### src/hdl/mtc_pkg.sv
// Shared types, widths and register codes for the missing-tooth crank decoder.
// No dependencies; imported by mtc_avg, missing_tooth_crank_decoder and the bench.
package mtc_pkg;

  // Averaging window is a power of two so the mean is a plain shift.
  localparam int AVG_LOG2     = 3;
  localparam int AVG_DEPTH    = 1 << AVG_LOG2;
  localparam int PERIOD_BITS  = 16;
  localparam int SUM_BITS     = PERIOD_BITS + AVG_LOG2;
  localparam int TOOTH_BITS   = 8;
  localparam int CFG_IDX_BITS = 3;

  typedef logic [PERIOD_BITS-1:0]  period_t;
  typedef logic [SUM_BITS-1:0]     sum_t;
  typedef logic [AVG_LOG2-1:0]     slot_t;
  typedef logic [TOOTH_BITS-1:0]   tooth_t;
  typedef logic [CFG_IDX_BITS-1:0] cfg_idx_t;

  // Configuration register indexes
  localparam cfg_idx_t CFG_TEETH_LIMIT = 3'd0;
  localparam cfg_idx_t CFG_FIRE_A      = 3'd1;
  localparam cfg_idx_t CFG_FIRE_B      = 3'd2;
  localparam cfg_idx_t CFG_FIRE_C      = 3'd3;
  localparam cfg_idx_t CFG_FIRE_D      = 3'd4;

  // Reset values of the configuration registers
  localparam tooth_t RST_TEETH_LIMIT = 8'd60;
  localparam tooth_t RST_FIRE_A      = 8'd10;
  localparam tooth_t RST_FIRE_B      = 8'd25;
  localparam tooth_t RST_FIRE_C      = 8'd40;
  localparam tooth_t RST_FIRE_D      = 8'd55;

endpackage

### src/hdl/mtc_avg.sv
// Period ring with running sum and registered window average.
// Depends on mtc_pkg.
module mtc_avg
  import mtc_pkg::*;
(
  input  logic    clk,
  input  logic    rst_n,
  input  logic    upd,       // one period enters the ring
  input  period_t period,
  output period_t avg,       // average held before this update
  output period_t mean_nxt   // average once this period is in
);

  period_t ring_r [AVG_DEPTH];
  sum_t    sum_r;
  sum_t    sum_nxt;
  slot_t   slot_r;
  period_t avg_r;
  period_t oldest;
  sum_t    ring_total;

  always_comb begin
    oldest   = ring_r[slot_r];
    sum_nxt  = sum_r - sum_t'(oldest) + sum_t'(period);
    mean_nxt = sum_nxt[SUM_BITS-1:AVG_LOG2];
  end

  assign avg = avg_r;

  always_ff @(posedge clk) begin
    if (!rst_n) begin
      for (int i = 0; i < AVG_DEPTH; i++) begin
        ring_r[i] <= '0;
      end
      sum_r  <= '0;
      slot_r <= slot_t'(AVG_DEPTH - 1);
      avg_r  <= '0;
    end else if (upd) begin
      ring_r[slot_r] <= period;
      sum_r          <= sum_nxt;
      slot_r         <= slot_r + 1'b1;
      avg_r          <= mean_nxt;
    end
  end

  // Full sum of the ring, only for checking the running sum.
  always_comb begin
    ring_total = '0;
    for (int i = 0; i < AVG_DEPTH; i++) begin
      ring_total = ring_total + sum_t'(ring_r[i]);
    end
  end

  a_sum_tracks_ring: assert property (@(posedge clk) disable iff (!rst_n)
    sum_r == ring_total)
    else $error("running sum differs from ring contents");

  a_avg_from_sum: assert property (@(posedge clk) disable iff (!rst_n)
    avg_r == sum_r[SUM_BITS-1:AVG_LOG2])
    else $error("average register out of step with sum");

  a_upd_moves_slot: assert property (@(posedge clk) disable iff (!rst_n)
    upd |=> slot_r == $past(slot_r) + 1'b1)
    else $error("write slot did not advance on update");

endmodule

### src/hdl/missing_tooth_crank_decoder.sv
// Missing-tooth crank decoder: accepts one tooth period per clock (valid/ready)
// while out_ready holds, and returns one result per period through the input
// register, then the result register. The ring update uses a running sum, so
// each period costs one subtract/add and a shift; the tooth counter and gap
// compare sit beside it in the same stage. Sustained rate is one period per
// cycle while out_ready holds. After reset the ring is zero, so nonzero periods
// read as gaps until the average builds up. Depends on mtc_pkg and mtc_avg.
module missing_tooth_crank_decoder
  import mtc_pkg::*;
(
  input  logic     clk,
  input  logic     rst_n,
  input  logic     in_valid,
  output logic     in_ready,
  input  period_t  in_tooth_period,
  output logic     out_valid,
  input  logic     out_ready,
  output tooth_t   out_tooth_index,
  output logic     out_gap_seen,
  output logic     out_fire,
  output period_t  out_mean_period,
  input  logic     cfg_valid,
  output logic     cfg_ready,
  input  cfg_idx_t cfg_index,
  input  tooth_t   cfg_data
);

  tooth_t  teeth_limit_r;
  tooth_t  fire_a_r;
  tooth_t  fire_b_r;
  tooth_t  fire_c_r;
  tooth_t  fire_d_r;

  logic    s1_valid_r;
  period_t s1_period_r;
  logic    s1_adv;

  tooth_t  cnt_r;
  tooth_t  cnt_inc;
  tooth_t  cnt_gap;
  tooth_t  cnt_nxt;
  logic    gap;
  logic    fire;
  period_t avg;
  period_t mean_nxt;

  logic    out_valid_r;
  tooth_t  out_index_r;
  logic    out_gap_r;
  logic    out_fire_r;
  period_t out_mean_r;

  // Configuration
  assign cfg_ready = 1'b1;

  always_ff @(posedge clk) begin
    if (!rst_n) begin
      teeth_limit_r <= RST_TEETH_LIMIT;
      fire_a_r      <= RST_FIRE_A;
      fire_b_r      <= RST_FIRE_B;
      fire_c_r      <= RST_FIRE_C;
      fire_d_r      <= RST_FIRE_D;
    end else if (cfg_valid) begin
      unique case (cfg_index)
        CFG_TEETH_LIMIT: teeth_limit_r <= cfg_data;
        CFG_FIRE_A:      fire_a_r      <= cfg_data;
        CFG_FIRE_B:      fire_b_r      <= cfg_data;
        CFG_FIRE_C:      fire_c_r      <= cfg_data;
        CFG_FIRE_D:      fire_d_r      <= cfg_data;
        default: ;
      endcase
    end
  end

  // Input register
  assign s1_adv   = s1_valid_r && (!out_valid_r || out_ready);
  assign in_ready = !s1_valid_r || s1_adv;

  always_ff @(posedge clk) begin
    if (!rst_n) begin
      s1_valid_r <= 1'b0;
    end else if (in_valid && in_ready) begin
      s1_valid_r <= 1'b1;
    end else if (s1_adv) begin
      s1_valid_r <= 1'b0;
    end
  end

  always_ff @(posedge clk) begin
    if (in_valid && in_ready) begin
      s1_period_r <= in_tooth_period;
    end
  end

  mtc_avg u_avg (
    .clk      (clk),
    .rst_n    (rst_n),
    .upd      (s1_adv),
    .period   (s1_period_r),
    .avg      (avg),
    .mean_nxt (mean_nxt)
  );

  // Gap test against the average held before this edge, then wrap and match
  always_comb begin
    gap     = {1'b0, s1_period_r} > {avg, 1'b0};
    cnt_inc = cnt_r + 1'b1;
    cnt_gap = gap ? '0 : cnt_inc;
    cnt_nxt = (cnt_gap > teeth_limit_r) ? '0 : cnt_gap;
    fire    = (cnt_nxt == fire_a_r) || (cnt_nxt == fire_b_r) ||
              (cnt_nxt == fire_c_r) || (cnt_nxt == fire_d_r);
  end

  always_ff @(posedge clk) begin
    if (!rst_n) begin
      cnt_r <= '0;
    end else if (s1_adv) begin
      cnt_r <= cnt_nxt;
    end
  end

  // Result register
  always_ff @(posedge clk) begin
    if (!rst_n) begin
      out_valid_r <= 1'b0;
    end else if (s1_adv) begin
      out_valid_r <= 1'b1;
    end else if (out_ready) begin
      out_valid_r <= 1'b0;
    end
  end

  always_ff @(posedge clk) begin
    if (s1_adv) begin
      out_index_r <= cnt_nxt;
      out_gap_r   <= gap;
      out_fire_r  <= fire;
      out_mean_r  <= mean_nxt;
    end
  end

  assign out_valid       = out_valid_r;
  assign out_tooth_index = out_index_r;
  assign out_gap_seen    = out_gap_r;
  assign out_fire        = out_fire_r;
  assign out_mean_period = out_mean_r;

  a_gap_restarts: assert property (@(posedge clk) disable iff (!rst_n)
    out_valid_r && out_gap_r |-> out_index_r == '0)
    else $error("gap result with nonzero tooth index");

  a_adv_fills_out: assert property (@(posedge clk) disable iff (!rst_n)
    s1_adv |=> out_valid_r)
    else $error("result transfer lost between stages");

  a_count_follows: assert property (@(posedge clk) disable iff (!rst_n)
    s1_adv |=> cnt_r == out_index_r)
    else $error("tooth counter differs from reported index");

endmodule

### config.mk
export PLATFORM = sky130hd
export DESIGN_NAME = missing_tooth_crank_decoder
export DESIGN_NICKNAME = d
export VERILOG_FILES = /design/src/hdl/mtc_pkg.sv /design/src/hdl/mtc_avg.sv /design/src/hdl/missing_tooth_crank_decoder.sv
export SDC_FILE = /design/constraint.sdc
export NUM_CORES = 1
export LEC_CHECK = 0
export ABC_AREA = 0
export BUFFER_PORTS_ARGS = -buffer_cell sky130_fd_sc_hd__clkbuf_2
export CORE_MARGIN = 5
export CORE_UTILIZATION = 56
export DETAILED_ROUTE_END_ITERATION = 10
export PLACE_DENSITY = 0.82
export SKIP_LAST_GASP = 1
export SLEW_MARGIN = 0
export SYNTH_ARGS = -nofsm -noshare
export SYNTH_HDL_FRONTEND = slang
export SYNTH_HIERARCHICAL = 1
export SYNTH_SLANG_ARGS = --single-unit
### constraint.sdc
create_clock -name clk -period 4.6 [get_ports clk]
set_input_delay 0.92 -clock clk [delete_from_list [all_inputs] [get_ports clk]]
set_output_delay 0.92 -clock clk [all_outputs]
set_load 0.02 [all_outputs]
==> results.tsv, run 1 <==
stage	metric	value	unit
outcome	status	completed	
detailed_routing	via_per_inst	6.248	
power	power.switching	2.270	mW
job	cap_violations	0	
sta	skew	0.01649	ns
clock_network	cts_resized	0	
detailed_routing	wl_per_cell	21.49	microns
sta	rsz0062_at_grt	false	
die	die_w	161.5	microns
clock_network	cts_tree	built	
placement	io_buffers	59	
logic_synthesis	synth-seq-area-share	51.39	%
logic_synthesis	synth-async-reset-ratio	0	%
power	total_leakage_power	5.272	nW
sta	finalWorstPathRequiredPeriod	3.954	ns
sta	finalHoldViolCount	0	
detailed_routing	drt-initial-drc-count	920	
clock_network	ctsRootBufferMaster	clkbuf_16	
global_route	antenna_found_initial	1	
cells_and_area	finalNetCount	1253	
sta	period_share	85.96	%
critical_path	critPathKind	reg -> reg	
placement	post-place-ws	0.6951	ns
die	io_pins	61	
power	ir_drop	0.2818	mV
die	die-area	0.02609	sq mm
sta	fin_ws	0.6457	ns
critical_path	cp_data_arrival_time	4.23	ns
clock_network	hold_buffers	0	
detailed_routing	ant_nets	0	
sta	timing.fmax	252.9	MHz
critical_path	cp_cell_sequence	buf_12 > mux4_2 > mux2_2 > fa_1 > inv_1 > ha_1 > nand2_1 > o21ai_0 > nand2_1 > and3_1 > inv_1 > a31oi_1 > xnor2_1	
worst_hold_path	min_path_type	reg -> reg	
clock_network	cts_max_level	1	
critical_path	crit_fanout	32	
die	fp-row-count	55	
logic_synthesis	yosysWarningCount	6	
detailed_routing	num_vias	9160	
clock_network	clk_pin_slew_worst_paths	0.06	ns
clock_network	numCtsBuffers	26	
logic_synthesis	synth.largest_area_cell	edfxtp_1	
critical_path	worstSetupStartpointType	flop	
logic_synthesis	avgSynthCellArea	11.25	sq um
logic_synthesis	synthCells	1143	
critical_path	crit_path_top_delay_cell	mux4_2	
global_route	grt_usage	24.12	%
die	core_area	0.02264	sq mm
sta	tns	0	ns
power	p_total	6.778	mW
cells_and_area	finish.utilization	61.91	%
logic_synthesis	ys.flop_type	edfxtp_1	
sta	drv_slew	0	
sta	slew_headroom	29.34	%
logic_synthesis	synth_fp_nets	1235	
detailed_routing	drcViolationCount	0	
cells_and_area	area_growth	9.042	%
clock_network	worstSkewPairLatency	0.53	ns
clock_network	max-clock-path-buffers	3	
clock_network	cts_setup_buffers	0	
global_route	grt_max_degree	68	
sta	whs	0.4586	ns
sta	worstMarginPinSlew	1.060	ns
global_route	first_global_vias	9001	
clock_network	clock_sinks	245	
critical_path	cp.required	4.88	ns
power	p_sw_share	33.50	%
logic_synthesis	synth_top_area_share	39.71	%
die	die_h	161.5	microns
placement	hpwl	21110	microns
logic_synthesis	synth_area_leaders	edfxtp_1 (40%), dfxtp_1 (12%), mux4_2 (5.6%), ha_1 (4.3%), nor4_1 (3.3%)	
power	pwr-share-comb	31.3	%
detailed_routing	drt_first_pass_iters	5	
power	seq_power_share	40.4	%
die	start_util	56.78	%
global_route	grt_pass1_wl	49930	microns
logic_synthesis	yosys_register_bits	245	
placement	gp_congestion	0.8921	
cells_and_area	drive_gt1_share	16.43	%
worst_hold_path	holdCritStartpoint	teeth_limit_r[6]	
logic_synthesis	synth_area	0.01285	sq mm
global_route	overflow	0	
critical_path	end_kind	flop	
logic_synthesis	yosys.cell_types.count	68	
logic_synthesis	synth-edff-count	170	
sta	setup_viol	0	
cells_and_area	n_antenna_cell	0	
power	clock_power_share	28.3	%
power	pwr_density_cell	483.5	mW/mm^2
detailed_routing	drt_wl_total	31500	microns
critical_path	critPathMaxStageDelay	0.55	ns
power	intPower	4.507	mW
worst max-delay path, delay by kind of cell (launching register included):
| kind | cells | cell delay [ns] |
|---|---|---|
| compound gates | 2 | 0.50 |
| xor+xnor | 1 | 0.15 |
| fa+ha+maj | 2 | 0.92 |
| buf+inv | 3 | 0.40 |
| flops | 1 | 0.34 |
| mux | 2 | 0.87 |
| simple gates | 3 | 0.51 |
flip-flops by register name (all words and copies together) (netlist names), 16 cells and up, named ones only:
name             count
out_mean_period     16
u_avg/ring_r       128
s1_period_r         16
u_avg/sum_r         19
area by class of cell:
| cell class | instances | area (sq um) |
|---|---|---|
| Clock buffer | 34 | 701.9 |
| Clock inverter | 14 | 73.82 |
| Fill cell | 1710 | 8623 |
| Inverter | 97 | 364.1 |
| Multi-Input combinational cell | 704 | 5395 |
| Sequential cell | 245 | 6608 |
| Tap cell | 285 | 356.6 |
| Timing Repair Buffer | 87 | 518.0 |
power groups by stage:
stage / clock network (mW) / registers (mW) / logic (mW)
floorplan: 0 / 2.83 / 1.81
global placement: 0 / 2.77 / 2.04
detailed placement: 0 / 2.78 / 2.08
CTS: 1.94 / 2.74 / 2.11
global route: 2.05 / 2.76 / 2.33
finish: 1.92 / 2.74 / 2.12
synth_stat cells (4+ instances only):
cell type  count
a211o_1        5
a21o_1         7
a21oi_1       50
a31o_1         4
and2_1        34
and3_1        10
buf_1          7
buf_2          7
buf_4         34
clkbuf_1      49
clkinv_1      15
dfxtp_1       75
edfxtp_1     170
fa_1          16
ha_1          44
inv_1         82
mux2_2        15
mux2i_1       15
mux4_2        32
nand2_1      111
nand2b_1      11
nand3_1       36
nand4_1        7
nor2_1        36
nor2b_1       14
nor3_1        52
nor4_1        67
o211ai_1       8
o21a_1         5
o21ai_0       12
o21ai_1        4
o22ai_1        5
o31ai_1        5
xnor2_1       26
xor2_1        13
cells in the final DEF (no fill, tap or decap), types with 8 or more instances in the layout:
master / synthesis / final
edfxtp_1: 170 / 170
nand2_1: 111 / 111
inv_1: 82 / 81
dfxtp_1: 75 / 74
nor4_1: 67 / 66
clkbuf_2: 0 / 59
nor3_1: 52 / 52
a21oi_1: 50 / 50
ha_1: 44 / 44
nor2_1: 36 / 36
nand3_1: 36 / 35
and2_1: 34 / 34
mux4_2: 32 / 32
clkbuf_16: 0 / 27
buf_4: 34 / 27
xnor2_1: 26 / 26
clkinv_1: 15 / 20
fa_1: 16 / 16
mux2i_1: 15 / 15
mux2_2: 15 / 15
nor2b_1: 14 / 14
xor2_1: 13 / 13
nand2b_1: 11 / 11
and3_1: 10 / 10
o21ai_0: 12 / 9
o211ai_1: 8 / 8
per-layer routing:
layer	vias to the layer above	track usage [%]	share of wire, %
met5	-	0	0.048
met4	2	9.616	4.3
met3	86	3.368	7.9
met2	489	41.04	49
met1	4426	31.41	39
li1	4157	-	-
per-stage QoR:
stage	cell area, sq um	instances
finish	14020	1466
global route	14020	1466
CTS	14020	1466
detailed placement	13240	1418
global placement	13240	1418
floorplan	12850	1143
cells by family after synthesis:
| kind of cell | synth area share (%) |
|---|---|
| buffers and inverters | 6.726 |
| other | 0.02917 |
| XOR/XNOR | 3.679 |
| adder cells (fa/ha/maj) | 6.774 |
| flip-flops | 51.39 |
| AO/OA/AOI/OAI | 7.105 |
| multiplexers | 8.088 |
| AND/OR/NAND/NOR | 16.21 |
final timing paths:
kind,depth (start not counted),end,slack [ns]
setup / recovery,13,out_mean_period[14],0.65
hold / removal,2,teeth_limit_r[6],0.46
setup reg to reg,13,out_mean_period[14],0.65
hold reg to reg,2,teeth_limit_r[6],0.46
No activity file was read; power rests on OpenSTA's default activity.
==> run 2: changes to the inputs <==
Settings changed: CELL_PAD_IN_SITES_DETAIL_PLACEMENT from default to 0, CELL_PAD_IN_SITES_GLOBAL_PLACEMENT from default to 1, CORE_UTILIZATION 56 to 45, PLACE_DENSITY 0.82 to 0.81.
==> results.tsv, run 2 (synthesized netlist as in run 1, its figures left out) <==
stage	metric	value	unit	change
cells_and_area	final_common_cell	edfxtp_1		unchanged
die	die-area	0.03205	sq mm	was 0.02609 sq mm
sta	tns	0	ns	unchanged
sta	rsz0062_at_grt	false		unchanged
critical_path	critPathKind	reg -> reg		unchanged
cells_and_area	largestRegisters	u_avg/ring_r x128, u_avg/sum_r x19		unchanged
worst_hold_path	hold_end	teeth_limit_r[6]		unchanged
clock_network	ctsRootBufferMaster	clkbuf_16		unchanged
clock_network	cts_max_level	1		unchanged
cells_and_area	finish.utilization	50.86	%	was 61.91%
detailed_routing	wl_per_cell	20.65	microns	was 21.49 microns
clock_network	numCtsBuffers	28		was 26
global_route	antenna_found_initial	0		was 1
sta	period_share	89.29	%	was 85.96%
sta	finalWorstPathRequiredPeriod	4.107	ns	was 3.954 ns
critical_path	cp_data_arrival_time	4.40	ns	was 4.23 ns
sta	worstMarginPinSlew	1.104	ns	was 1.060 ns
die	start_util	45.89	%	was 56.78%
sta	whs	0.4555	ns	was 0.4586 ns
worst_hold_path	min_path_cells	2		unchanged
sta	slew_headroom	26.28	%	was 29.34%
worst_hold_path	holdCritStartpoint	teeth_limit_r[6]		unchanged
cells_and_area	finalNetCount	1256		was 1253
critical_path	end_kind	flop		unchanged
sta	setup_viol	0		unchanged
critical_path	cp.required	4.90	ns	was 4.88 ns
worst_hold_path	min_path_type	reg -> reg		unchanged
cells_and_area	drive_gt1_share	16.95	%	was 16.43%
clock_network	cts_setup_buffers	0		unchanged
detailed_routing	num_vias	8824		was 9160
power	pwr_density_cell	487.8	mW/mm^2	was 483.5 mW/mm^2
detailed_routing	via_per_inst	5.642		was 6.248
cells_and_area	area_growth	10.83	%	was 9.042%
clock_network	clk_pin_slew_worst_paths	0.06	ns	about the same
die	die_h	179.0	microns	was 161.5 microns
cells_and_area	mostFrequentLayoutCells	edfxtp_1 (170), nand2_1 (111), inv_1 (81)		unchanged
global_route	grt_usage	20.24	%	was 24.12%
power	total_leakage_power	5.320	nW	was 5.272 nW
critical_path	ff2ff_path_depth	13		unchanged
sta	finalHoldViolCount	0		unchanged
sta	timing.fmax	243.5	MHz	was 252.9 MHz
placement	gp_congestion	0.8628		was 0.8921
clock_network	clock_sinks	245		unchanged
sta	skew	0.01433	ns	was 0.01649 ns
sta	drv_slew	0		unchanged
clock_network	max-clock-path-buffers	3		unchanged
global_route	grt_pass1_wl	50390	microns	was 49930 microns
critical_path	worstSetupStartpointType	flop		unchanged
die	die_w	179.0	microns	was 161.5 microns
global_route	grt_max_degree	57		was 68
die	io_pins	61		unchanged
power	ir_drop	0.3054	mV	was 0.2818 mV
clock_network	hold_buffers	0		unchanged
detailed_routing	drt_wl_total	32290	microns	was 31500 microns
global_route	overflow	0		unchanged
placement	hpwl	21630	microns	was 21110 microns
clock_network	worstSkewPairLatency	0.54	ns	was 0.53 ns
critical_path	crit_fanout	14		was 32
die	core_area	0.02801	sq mm	was 0.02264 sq mm
die	fp-row-count	61		was 55
job	cap_violations	0		unchanged
detailed_routing	ant_nets	0		unchanged
cells_and_area	regMostFlops	u_avg/ring_r		unchanged
critical_path	r2r_slack	0.49	ns	was 0.65 ns
outcome	status	completed		unchanged
detailed_routing	drcViolationCount	0		unchanged
detailed_routing	drt_first_pass_iters	5		unchanged
cells_and_area	n_antenna_cell	0		unchanged
clock_network	cts_tree	built		unchanged
clock_network	cts_resized	0		unchanged
power	p_total	6.949	mW	was 6.778 mW
cells_and_area	largest_reg_flops	128		unchanged
global_route	first_global_vias	8965		was 9001
critical_path	reg2reg_to	out_mean_period[15]		was out_mean_period[14]
detailed_routing	drt-initial-drc-count	680		was 920
placement	io_buffers	59		unchanged
## run 2: cell count changes in the layout (fill, tap and decap cells not counted), sizes merged
cell,delta
bufinv,+1
clkinvlp,+2
inv,+1
buf,+1
## run 2: report_power, final
group / internal, mW / total [mW] / switching [mW] / leakage [nW]
registers: 2.63 / 2.75 / 0.125 / 2.34
logic: 0.805 / 2.09 / 1.28 / 2.56
clock network: 1.20 / 2.11 / 0.911 / 0.421
## run 2: routing by layer
layer	up-vias	track usage, %	routed length [microns]
li1	4155	-	-
met1	4330	26.60	13610
met2	297	34.80	15980
met3	42	3.564	1931
met4	0	5.213	770
met5	-	0	0
## run 2: layout make-up
cell class,count,area [sq um]
Clock buffer,34,733.2
Clock inverter,18,146.4
Fill cell,2510,13760
Inverter,97,364.1
Multi-Input combinational cell,704,5398
Sequential cell,245,6608
Tap cell,378,473.0
Timing Repair Buffer,88,525.5
## run 2: worst max-delay path: stages (launching register included)
cell,delay (ns)
dfxtp_1,0.72
buf_4,0.37
mux4_2,0.33
mux2_2,0.31
fa_1,0.49
inv_1,0.05
ha_1,0.38
and2_1,0.19
o31ai_1,0.29
o211ai_1,0.14
a21oi_1,0.20
and3_1,0.23
o21a_1,0.12
nor2_1,0.04
## run 2: through the flow
| stage | worst slack [ns] | cell area [sq um] | cells |
|---|---|---|---|
| 2_1_floorplan | 0.2332 | 12850 | 1143 |
| 3_3_place_gp | 0.5688 | 13370 | 1512 |
| 3_5_place_dp | 0.5119 | 13370 | 1512 |
| 4_1_cts | 0.4857 | 14250 | 1564 |
| 5_1_grt | 0.1873 | 14250 | 1564 |
| 6_report | 0.4926 | 14250 | 1564 |
## run 2: worst max path at each step
stage,startpoint,endpoint,slack (ns),depth (start not counted)
6_report,flop,out_mean_period[15],0.49,13
3_3_place_gp,flop,out_mean_period[15],0.57,13
3_5_place_dp,flop,out_mean_period[15],0.51,13
4_1_cts,flop,out_mean_period[15],0.49,13
2_1_floorplan,out_ready,u_avg/ring_r[5][0],0.23,8
5_1_grt,flop,out_mean_period[15],0.19,13
